==> config.mk <==
export PLATFORM = sky130hd
export DESIGN_NAME = start_code_length_xor_deframer_top
export DESIGN_NICKNAME = d
export VERILOG_FILES = /design/src/sclx_pkg.sv /design/src/sclx_hunt.sv /design/src/sclx_parser.sv /design/src/sclx_obuf.sv /design/src/start_code_length_xor_deframer_top.sv
export SDC_FILE = /design/constraint.sdc
export NUM_CORES = 1
export LEC_CHECK = 0
export BUFFER_PORTS_ARGS = -buffer_cell sky130_fd_sc_hd__clkbuf_2
export CORE_UTILIZATION = 60
export DETAILED_ROUTE_END_ITERATION = 10
export HOLD_SLACK_MARGIN = 0.08
export PLACE_DENSITY = 0.79
export SYNTH_ARGS = -nofsm -noshare
export SYNTH_HDL_FRONTEND = slang
export SYNTH_SLANG_ARGS = --single-unit
export TNS_END_PERCENT = 5
==> constraint.sdc <==
create_clock -name clk -period 6.94 [get_ports clk]
set_input_delay 1.041 -clock clk [delete_from_list [all_inputs] [get_ports clk]]
set_output_delay 1.041 -clock clk [all_outputs]
set_load 0.02 [all_outputs]
==> src/sclx_pkg.sv <==
// Package for the start-code / length-prefixed XOR deframer.
// Holds the item structs, status and register codes and the header constants.
// No dependencies; every other file of the block uses it by scoped names.
`default_nettype none

package sclx_pkg;

	// Header is start code (two bytes), type byte and two length bytes.
	localparam int HEADER_BYTES = 5;
	// At most one byte fewer than a full header is ever held between transfers.
	localparam int HOLD_BYTES   = HEADER_BYTES - 1;
	localparam int HCNT_W       = $clog2(HEADER_BYTES + 1);

	// Register values after reset.
	localparam logic [15:0] START_CODE_RST  = 16'hEFAA;
	localparam logic [15:0] MAX_LENGTH_RST  = 16'd249;
	localparam logic [15:0] STORE_LIMIT_RST = 16'd256;

	// Configuration register indexes.
	typedef enum logic [1:0] {
		REG_START_CODE  = 2'd0,
		REG_MAX_LENGTH  = 2'd1,
		REG_STORE_LIMIT = 2'd2
	} reg_idx_t;

	// Input item kinds.
	localparam logic KIND_BYTE  = 1'b0;
	localparam logic KIND_FLUSH = 1'b1;

	// Result status codes.
	typedef enum logic [1:0] {
		ST_PAYLOAD = 2'd0,
		ST_GOOD    = 2'd1,
		ST_BAD     = 2'd2,
		ST_ABORT   = 2'd3
	} status_t;

	typedef struct packed {
		logic       kind;
		logic [7:0] data_byte;
	} in_t;

	typedef struct packed {
		status_t     status;
		logic [7:0]  frame_type;
		logic [7:0]  payload_byte;
		logic [15:0] byte_index;
		logic [15:0] frame_length;
	} out_t;

	typedef struct packed {
		logic [15:0] start_code;
		logic [15:0] max_length;
		logic [15:0] store_limit;
	} cfg_t;

	// Outcome of one received byte while hunting for a header.
	typedef struct packed {
		logic                         hdr_ok;
		logic [HCNT_W-1:0]            count;
		logic [HOLD_BYTES-1:0][7:0]   window;
		logic [7:0]                   frame_type;
		logic [15:0]                  frame_length;
		logic [7:0]                   hdr_xor;
	} hunt_t;

endpackage

`default_nettype wire

==> src/sclx_hunt.sv <==
// Header hunt logic: appends a byte to the held header bytes and resyncs.
// Purely combinational; depends on sclx_pkg.
`default_nettype none

module sclx_hunt (
	input  wire logic [sclx_pkg::HOLD_BYTES-1:0][7:0] window,
	input  wire logic [sclx_pkg::HCNT_W-1:0]          count,
	input  wire logic [7:0]                           data_byte,
	input  wire sclx_pkg::cfg_t                       cfg,
	output sclx_pkg::hunt_t                           res
);

	localparam int HB = sclx_pkg::HEADER_BYTES;
	localparam int HW = sclx_pkg::HCNT_W;

	logic [HW-1:0]          cnt_c;
	logic [HW-1:0]          n;
	logic [HB-1:0][7:0]     full;
	logic [HB:0][7:0]       ext;
	logic [15:0]            len;
	logic [HB:0]            ok;
	logic [HW-1:0]          s;
	logic                   found;
	logic [HW-1:0]          rem;
	logic [HW:0]            pos;
	logic [7:0]             hi;
	logic [7:0]             lo;

	assign hi = cfg.start_code[15:8];
	assign lo = cfg.start_code[7:0];

	// Held bytes plus the new one, then the first drop count that leaves a
	// consistent prefix of a header. Each candidate is checked independently.
	always_comb begin
		cnt_c = (count > HW'(sclx_pkg::HOLD_BYTES)) ? HW'(sclx_pkg::HOLD_BYTES) : count;
		n     = cnt_c + HW'(1);
		full  = (HB * 8)'(window);
		full[cnt_c] = data_byte;
		ext   = {8'h00, full};
		len   = {full[3], full[4]};

		for (int i = 0; i < HB; i++) begin
			rem   = n - HW'(i);
			ok[i] = (HW'(i) == n) ||
			        ((HW'(i) < n) && (ext[i] == hi) &&
			         ((rem < HW'(2)) || (ext[i+1] == lo)) &&
			         ((rem < HW'(HB)) || (len <= cfg.max_length)));
		end
		ok[HB] = (n == HW'(HB));

		s     = '0;
		found = 1'b0;
		for (int i = 0; i <= HB; i++) begin
			if (!found && ok[i]) begin
				s     = HW'(i);
				found = 1'b1;
			end
		end

		rem        = n - s;
		res.hdr_ok = (rem == HW'(HB));

		// Shift out the dropped bytes; positions past the end read as zero.
		for (int j = 0; j < sclx_pkg::HOLD_BYTES; j++) begin
			pos = {1'b0, s} + (HW + 1)'(j);
			res.window[j] = (pos < (HW + 1)'(HB)) ? full[pos[HW-1:0]] : 8'h00;
		end
		res.count = rem;
		if (res.hdr_ok) begin
			res.window = '0;
			res.count  = '0;
		end

		res.frame_type   = full[2];
		res.frame_length = len;
		res.hdr_xor      = full[2] ^ full[3] ^ full[4];
	end

endmodule

`default_nettype wire

==> src/sclx_parser.sv <==
// Frame parser state: header window, phase, frame fields and running XOR.
// Produces at most one result per accepted item; depends on sclx_pkg, sclx_hunt.
`default_nettype none

module sclx_parser (
	input  wire logic           clk,
	input  wire logic           arst_n,
	input  wire logic           acc,
	input  wire sclx_pkg::in_t  item,
	input  wire sclx_pkg::cfg_t cfg,
	output logic                push,
	output sclx_pkg::out_t      res
);

	typedef enum logic [1:0] {
		PH_HUNT    = 2'd0,
		PH_PAYLOAD = 2'd1,
		PH_CHECK   = 2'd2
	} phase_t;

	localparam int HW = sclx_pkg::HCNT_W;

	phase_t                                 phase_q, phase_d;
	logic [sclx_pkg::HOLD_BYTES-1:0][7:0]   window_q, window_d;
	logic [HW-1:0]                          count_q, count_d;
	logic [7:0]                             type_q, type_d;
	logic [15:0]                            len_q, len_d;
	logic [15:0]                            pcount_q, pcount_d;
	logic [7:0]                             xor_q, xor_d;
	sclx_pkg::hunt_t                        hunt;

	sclx_hunt u_hunt (
		.window    (window_q),
		.count     (count_q),
		.data_byte (item.data_byte),
		.cfg       (cfg),
		.res       (hunt)
	);

	// Next state and result for one accepted item.
	always_comb begin
		phase_d  = phase_q;
		window_d = window_q;
		count_d  = count_q;
		type_d   = type_q;
		len_d    = len_q;
		pcount_d = pcount_q;
		xor_d    = xor_q;

		push             = 1'b0;
		res.status       = sclx_pkg::ST_ABORT;
		res.frame_type   = type_q;
		res.payload_byte = 8'h00;
		res.byte_index   = pcount_q;
		res.frame_length = len_q;

		if (acc) begin
			if (item.kind == sclx_pkg::KIND_FLUSH) begin
				push     = (phase_q == PH_PAYLOAD) || (phase_q == PH_CHECK);
				window_d = '0;
				count_d  = '0;
				phase_d  = PH_HUNT;
			end else begin
				case (phase_q)
					PH_PAYLOAD: begin
						xor_d = xor_q ^ item.data_byte;
						if (pcount_q < cfg.store_limit) begin
							push             = 1'b1;
							res.status       = sclx_pkg::ST_PAYLOAD;
							res.payload_byte = item.data_byte;
						end
						pcount_d = pcount_q + 16'd1;
						if (pcount_d == len_q) begin
							phase_d = PH_CHECK;
						end
					end
					PH_CHECK: begin
						push       = 1'b1;
						res.status = (item.data_byte == xor_q) ?
						             sclx_pkg::ST_GOOD : sclx_pkg::ST_BAD;
						window_d   = '0;
						count_d    = '0;
						phase_d    = PH_HUNT;
					end
					default: begin
						window_d = hunt.window;
						count_d  = hunt.count;
						phase_d  = PH_HUNT;
						if (hunt.hdr_ok) begin
							type_d   = hunt.frame_type;
							len_d    = hunt.frame_length;
							pcount_d = 16'd0;
							xor_d    = hunt.hdr_xor;
							phase_d  = (hunt.frame_length == 16'd0) ? PH_CHECK : PH_PAYLOAD;
						end
					end
				endcase
			end
		end
	end

	// Parser state registers.
	always_ff @(posedge clk or negedge arst_n) begin
		if (!arst_n) begin
			phase_q  <= PH_HUNT;
			window_q <= '0;
			count_q  <= '0;
			type_q   <= '0;
			len_q    <= '0;
			pcount_q <= '0;
			xor_q    <= '0;
		end else begin
			phase_q  <= phase_d;
			window_q <= window_d;
			count_q  <= count_d;
			type_q   <= type_d;
			len_q    <= len_d;
			pcount_q <= pcount_d;
			xor_q    <= xor_d;
		end
	end

endmodule

`default_nettype wire

==> src/sclx_obuf.sv <==
// Two-entry result buffer: a head register that drives the output and a skid entry.
// The input side stalls only when both are full; depends on sclx_pkg.
`default_nettype none

module sclx_obuf (
	input  wire logic           clk,
	input  wire logic           arst_n,
	input  wire logic           push,
	input  wire sclx_pkg::out_t push_data,
	output logic                full,
	output logic                valid,
	input  wire logic           stall,
	output sclx_pkg::out_t      data
);

	logic [1:0]     cnt_q;
	logic [1:0]     cnt_after_pop;
	logic           pop;
	sclx_pkg::out_t head_q;
	sclx_pkg::out_t skid_q;

	assign valid         = (cnt_q != 2'd0);
	assign full          = (cnt_q == 2'd2);
	assign data          = head_q;
	assign pop           = valid && !stall;
	assign cnt_after_pop = cnt_q - {1'b0, pop};

	// Occupancy count.
	always_ff @(posedge clk or negedge arst_n) begin
		if (!arst_n) begin
			cnt_q <= 2'd0;
		end else begin
			cnt_q <= cnt_after_pop + {1'b0, push};
		end
	end

	// Entry data: a transfer out moves the skid entry up, a new result fills the next slot.
	always_ff @(posedge clk) begin
		if (pop && full) begin
			head_q <= skid_q;
		end
		if (push) begin
			if (cnt_after_pop == 2'd0) begin
				head_q <= push_data;
			end else begin
				skid_q <= push_data;
			end
		end
	end

endmodule

`default_nettype wire

==> src/start_code_length_xor_deframer_top.sv <==
// Start-code / length-prefixed frame deframer with XOR checksum, top level.
// Output: results are registered in the result buffer, whose head register drives result_item.
// Throughput: one byte or flush per cycle; byte_stall rises only when the
// two-entry result buffer is full because the result side is stalling.
// Reset: registers return to their defaults, the parser to hunting, buffer empty.
`default_nettype none

module start_code_length_xor_deframer_top (
	input  wire logic           clk,
	input  wire logic           arst_n,
	input  wire logic           cfg_wen,
	input  wire logic [1:0]     cfg_index,
	input  wire logic [15:0]    cfg_wdata,
	input  wire logic           byte_valid,
	output logic                byte_stall,
	input  wire sclx_pkg::in_t  byte_item,
	output logic                result_valid,
	input  wire logic           result_stall,
	output sclx_pkg::out_t      result_item
);

	sclx_pkg::cfg_t cfg_q;
	logic           buf_full;
	logic           acc;
	logic           push;
	sclx_pkg::out_t push_data;

	assign byte_stall = buf_full;
	assign acc        = byte_valid && !buf_full;

	// Configuration registers.
	always_ff @(posedge clk or negedge arst_n) begin
		if (!arst_n) begin
			cfg_q.start_code  <= sclx_pkg::START_CODE_RST;
			cfg_q.max_length  <= sclx_pkg::MAX_LENGTH_RST;
			cfg_q.store_limit <= sclx_pkg::STORE_LIMIT_RST;
		end else if (cfg_wen) begin
			case (cfg_index)
				sclx_pkg::REG_START_CODE:  cfg_q.start_code  <= cfg_wdata;
				sclx_pkg::REG_MAX_LENGTH:  cfg_q.max_length  <= cfg_wdata;
				sclx_pkg::REG_STORE_LIMIT: cfg_q.store_limit <= cfg_wdata;
				default: ;
			endcase
		end
	end

	sclx_parser u_parser (
		.clk    (clk),
		.arst_n (arst_n),
		.acc    (acc),
		.item   (byte_item),
		.cfg    (cfg_q),
		.push   (push),
		.res    (push_data)
	);

	sclx_obuf u_obuf (
		.clk       (clk),
		.arst_n    (arst_n),
		.push      (push),
		.push_data (push_data),
		.full      (buf_full),
		.valid     (result_valid),
		.stall     (result_stall),
		.data      (result_item)
	);

	// A result is only produced when the buffer has room for it.
	a_push_room: assert property (@(posedge clk) disable iff (!arst_n)
		push |-> !buf_full)
		else $error("result produced while the result buffer is full");

	// Only payload results carry a data byte.
	a_zero_byte: assert property (@(posedge clk) disable iff (!arst_n)
		(result_valid && (result_item.status != sclx_pkg::ST_PAYLOAD)) |->
		(result_item.payload_byte == 8'h00))
		else $error("non-payload result with a non-zero payload byte");

	// Payload bytes are only emitted below the store limit.
	a_store_limit: assert property (@(posedge clk) disable iff (!arst_n)
		(result_valid && (result_item.status == sclx_pkg::ST_PAYLOAD)) |->
		(result_item.byte_index < cfg_q.store_limit))
		else $error("payload byte emitted at or beyond the store limit");

endmodule

`default_nettype wire
==> out/qor.yml <==
cts_root_buf: "clkbuf_16"
syn-num-nets: 1595
min_from: "u_parser.type_q[5]$_DFFE_PN0P_"
max_slew_margin_pct: 28.4
hold_class: "reg -> reg"
grt_pass1_wl_um: 73200
fin_crit_sh_pct: 89.1
port_buffers: 83
pin_count: 84
row_count: 55
wl_per_cell_um: 25.1
vias: 12600
hold_ws_ps: 474
place.gp.congestion: 1.05
path_class: "reg -> reg"
cts_resized: 0
cts_buffer_depth: 3
dieArea_um2: 24300
post-cts-setup-buffers: 0
synth_seq_cells: 235
drc: 0
dp_hpwl_um: 35100
worstMarginPinSlew_ps: 1060
timing.rr.start: "u_parser.count_q[2]$_DFFE_PN0P_"
die_width_um: 156
dr.pass1.iters: 5
yosysSeqAreaShare_pct: 41.6
cp_max_fo: 13
syn2layout_area_growth_pct: 11.7
p_total_mw: 6.71
htree_levels: 1
avgViaCountPerCell: 6.64
skew_ps: 14.0
core_um2: 22900
start_util_pct: 62.0
num-nets-final: 1649
die_h_um: 156
ys.flop_type: "dfrtp_1"
status: "complete, no violations"
yosys.area.top_type: "dfrtp_1"
cts-hold-fix-buffers: 0
grt_use_total_pct: 40.3
power_per_cell_area_nw_per_um2: 423
fmax_mhz: 162
totalWireLength_um: 47800
setup-violations-final: 0
syn_inst: 1515
grt_max_degree: 101
clkSinkCount: 235
ant_nets: 0
required_ps: 7370
synthTopCellsByArea: "dfrtp_1 (21%), edfxtp_1 (11%), dfxtp_1 (7.0%)"
critPathArrivalTime_ps: 6610
syn-cell-area_um2: 14200
leakagePower_nw: 6.77
grt_overflow_total: 0
clk_latency_ps: 540
rsz0062_at_grt: "false"
crit_path_start: "u_parser.count_q[2]$_DFFE_PN0P_"
async_reset_ff_share_pct: 57.4
worstSetupStartpointType: "flop"
yosysTopAreaCellShare_pct: 20.6
ys_warn_count: 0
endpoint_kind: "flop"
hold_viol: 0
final_core_util_pct: 69.2
cts_tree: "built"
syn_area_per_cell_um2: 9.38
place_ws_ps: 632
setup_slack_ps: 759
slew_violations: 0
peakVddDrop_v: 0.000284
max_cap_viol_count: 0
layout-drive-gt1-share_pct: 17.0
yosysUniqueCellTypes: 86
finalSetupTns_ps: 0
clk_pin_slew_ps: 60
drtIter0Drc: 1282
cts_buffers: 25
grt_pass1_vias: 12200
period_needed_ps: 6180
antenna_found_initial: 2
synth-edff-count: 50
sequential cells by signal (all words and copies together) (netlist names):
signal and cells:
cfg_q 48, u_obuf.cnt_q 2, u_obuf.data 50, u_obuf.skid_q 50, u_parser.count_q 3, u_parser.len_q 16
u_parser.pcount_q 16, u_parser.phase_q 2, u_parser.type_q 8, u_parser.window_q 32, u_parser.xor_q 8
kinds of logic (layout without fill, tap and decap cells):
| group | Yosys count | count (layout) | share of synthesized area (%) |
|---|---|---|---|
| other | 0 | 1 | 0 |
| buffers and inverters | 188 | 261 | 5.11 |
| multiplexers | 131 | 131 | 9.91 |
| AND/OR/NAND/NOR | 422 | 422 | 14.5 |
| flip-flops | 235 | 235 | 41.6 |
| XOR/XNOR | 110 | 110 | 6.84 |
| AO/OA/AOI/OAI | 381 | 381 | 17.8 |
| adder cells (fa/ha/maj) | 48 | 48 | 4.28 |
report_power, final:
| group | internal, mW | total [mW] | switching (mW) | leakage [nW] |
|---|---|---|---|---|
| logic | 1.21 | 3.16 | 1.94 | 3.84 |
| registers | 1.77 | 2.18 | 0.412 | 2.53 |
| clock network | 0.818 | 1.38 | 0.562 | 0.408 |
| total | 3.80 | 6.71 | 2.92 | 6.77 |
synth_stat cells, types with 9 or more instances:
cell type / count
clkbuf_1: 93
o211ai_1: 16
o31ai_1: 18
xnor2_1: 81
nand2_1: 117
a221oi_1: 9
a31oi_1: 12
o21ai_0: 95
nand3_1: 36
edfxtp_1: 50
a21oi_1: 97
nor2_1: 113
a221o_1: 11
nor3_1: 21
dfrtp_1: 117
mux2i_1: 83
nor4_1: 13
mux2_2: 44
inv_1: 77
and3_1: 18
dfstp_2: 18
xor2_1: 28
a31o_2: 10
nand2b_1: 23
a22oi_1: 20
ha_1: 47
nand4_1: 27
and2_1: 11
a211oi_1: 10
dfxtp_1: 50
path summary, 6_finish.rpt:
kind	end	slack, ps	cells after the start
max	u_parser.window_q[30]$_DFFE_PN0P_	760	25
min in group asynchronous	u_parser.type_q[2]$_DFFE_PN0P_	520	1
min reg2reg	u_obuf.skid_q[45]$_DFFE_PP_	470	0
max reg2reg	u_parser.window_q[30]$_DFFE_PN0P_	760	25
max in group asynchronous	cfg_q[36]$_DFFE_PN0P_	5090	2
min	u_obuf.skid_q[45]$_DFFE_PP_	470	0
worst max-delay path, stage by stage, from the launching register on:
cell and delay [ps]:
dfrtp_1 540, buf_4 260, nand3b_1 230, buf_4 260, mux2i_1 250, inv_1 110, ha_1 310, nand4_1 160
nor2_1 140, nor4b_1 470, a211oi_1 110, a211oi_1 350, a311oi_1 150, o21ai_2 180, nand2_1 100, inv_2 60
ha_1 130, inv_1 50, fa_1 500, nor3_1 390, a211o_1 230, a211oi_1 60, buf_4 200, o21ai_1 250
nor2_1 220, a221o_1 350
cell usage in the layout (no fill, tap or decap), drive strengths merged, types with 52 or more instances in the layout:
cell,synthesis,layout
xnor2,81,81
mux2i,85,85
o21ai,98,98
dfrtp,117,117
buf,14,52
clkbuf,93,118
nand2,117,117
a21oi,97,97
nor2,113,113
inv,78,80
metrics by stage:
stage | cells | instance area, um^2
final | 1902 | 15900
after global routing | 1901 | 15900
after global placement | 1855 | 15000
after CTS | 1901 | 15900
after detailed placement | 1855 | 15000
after floorplan | 1515 | 14200
layer usage:
layer	up-vias	global-route usage [%]	routed length [um]
met5	-	0	0
met4	0	18.4	2350
met1	6126	54.2	19200
li1	5588	-	-
met3	168	8.25	5010
met2	750	62.6	21200
cell type report:
cell class	count	area, um^2
antenna	1	2.50
clock buffer	36	697
clock inverter	10	153
fill	1802	7050
inverter	81	304
multi-input combinational	1092	7610
sequential	235	5900
tap	313	392
timing repair buffer	134	805
Power figures use the tool's default switching activity.
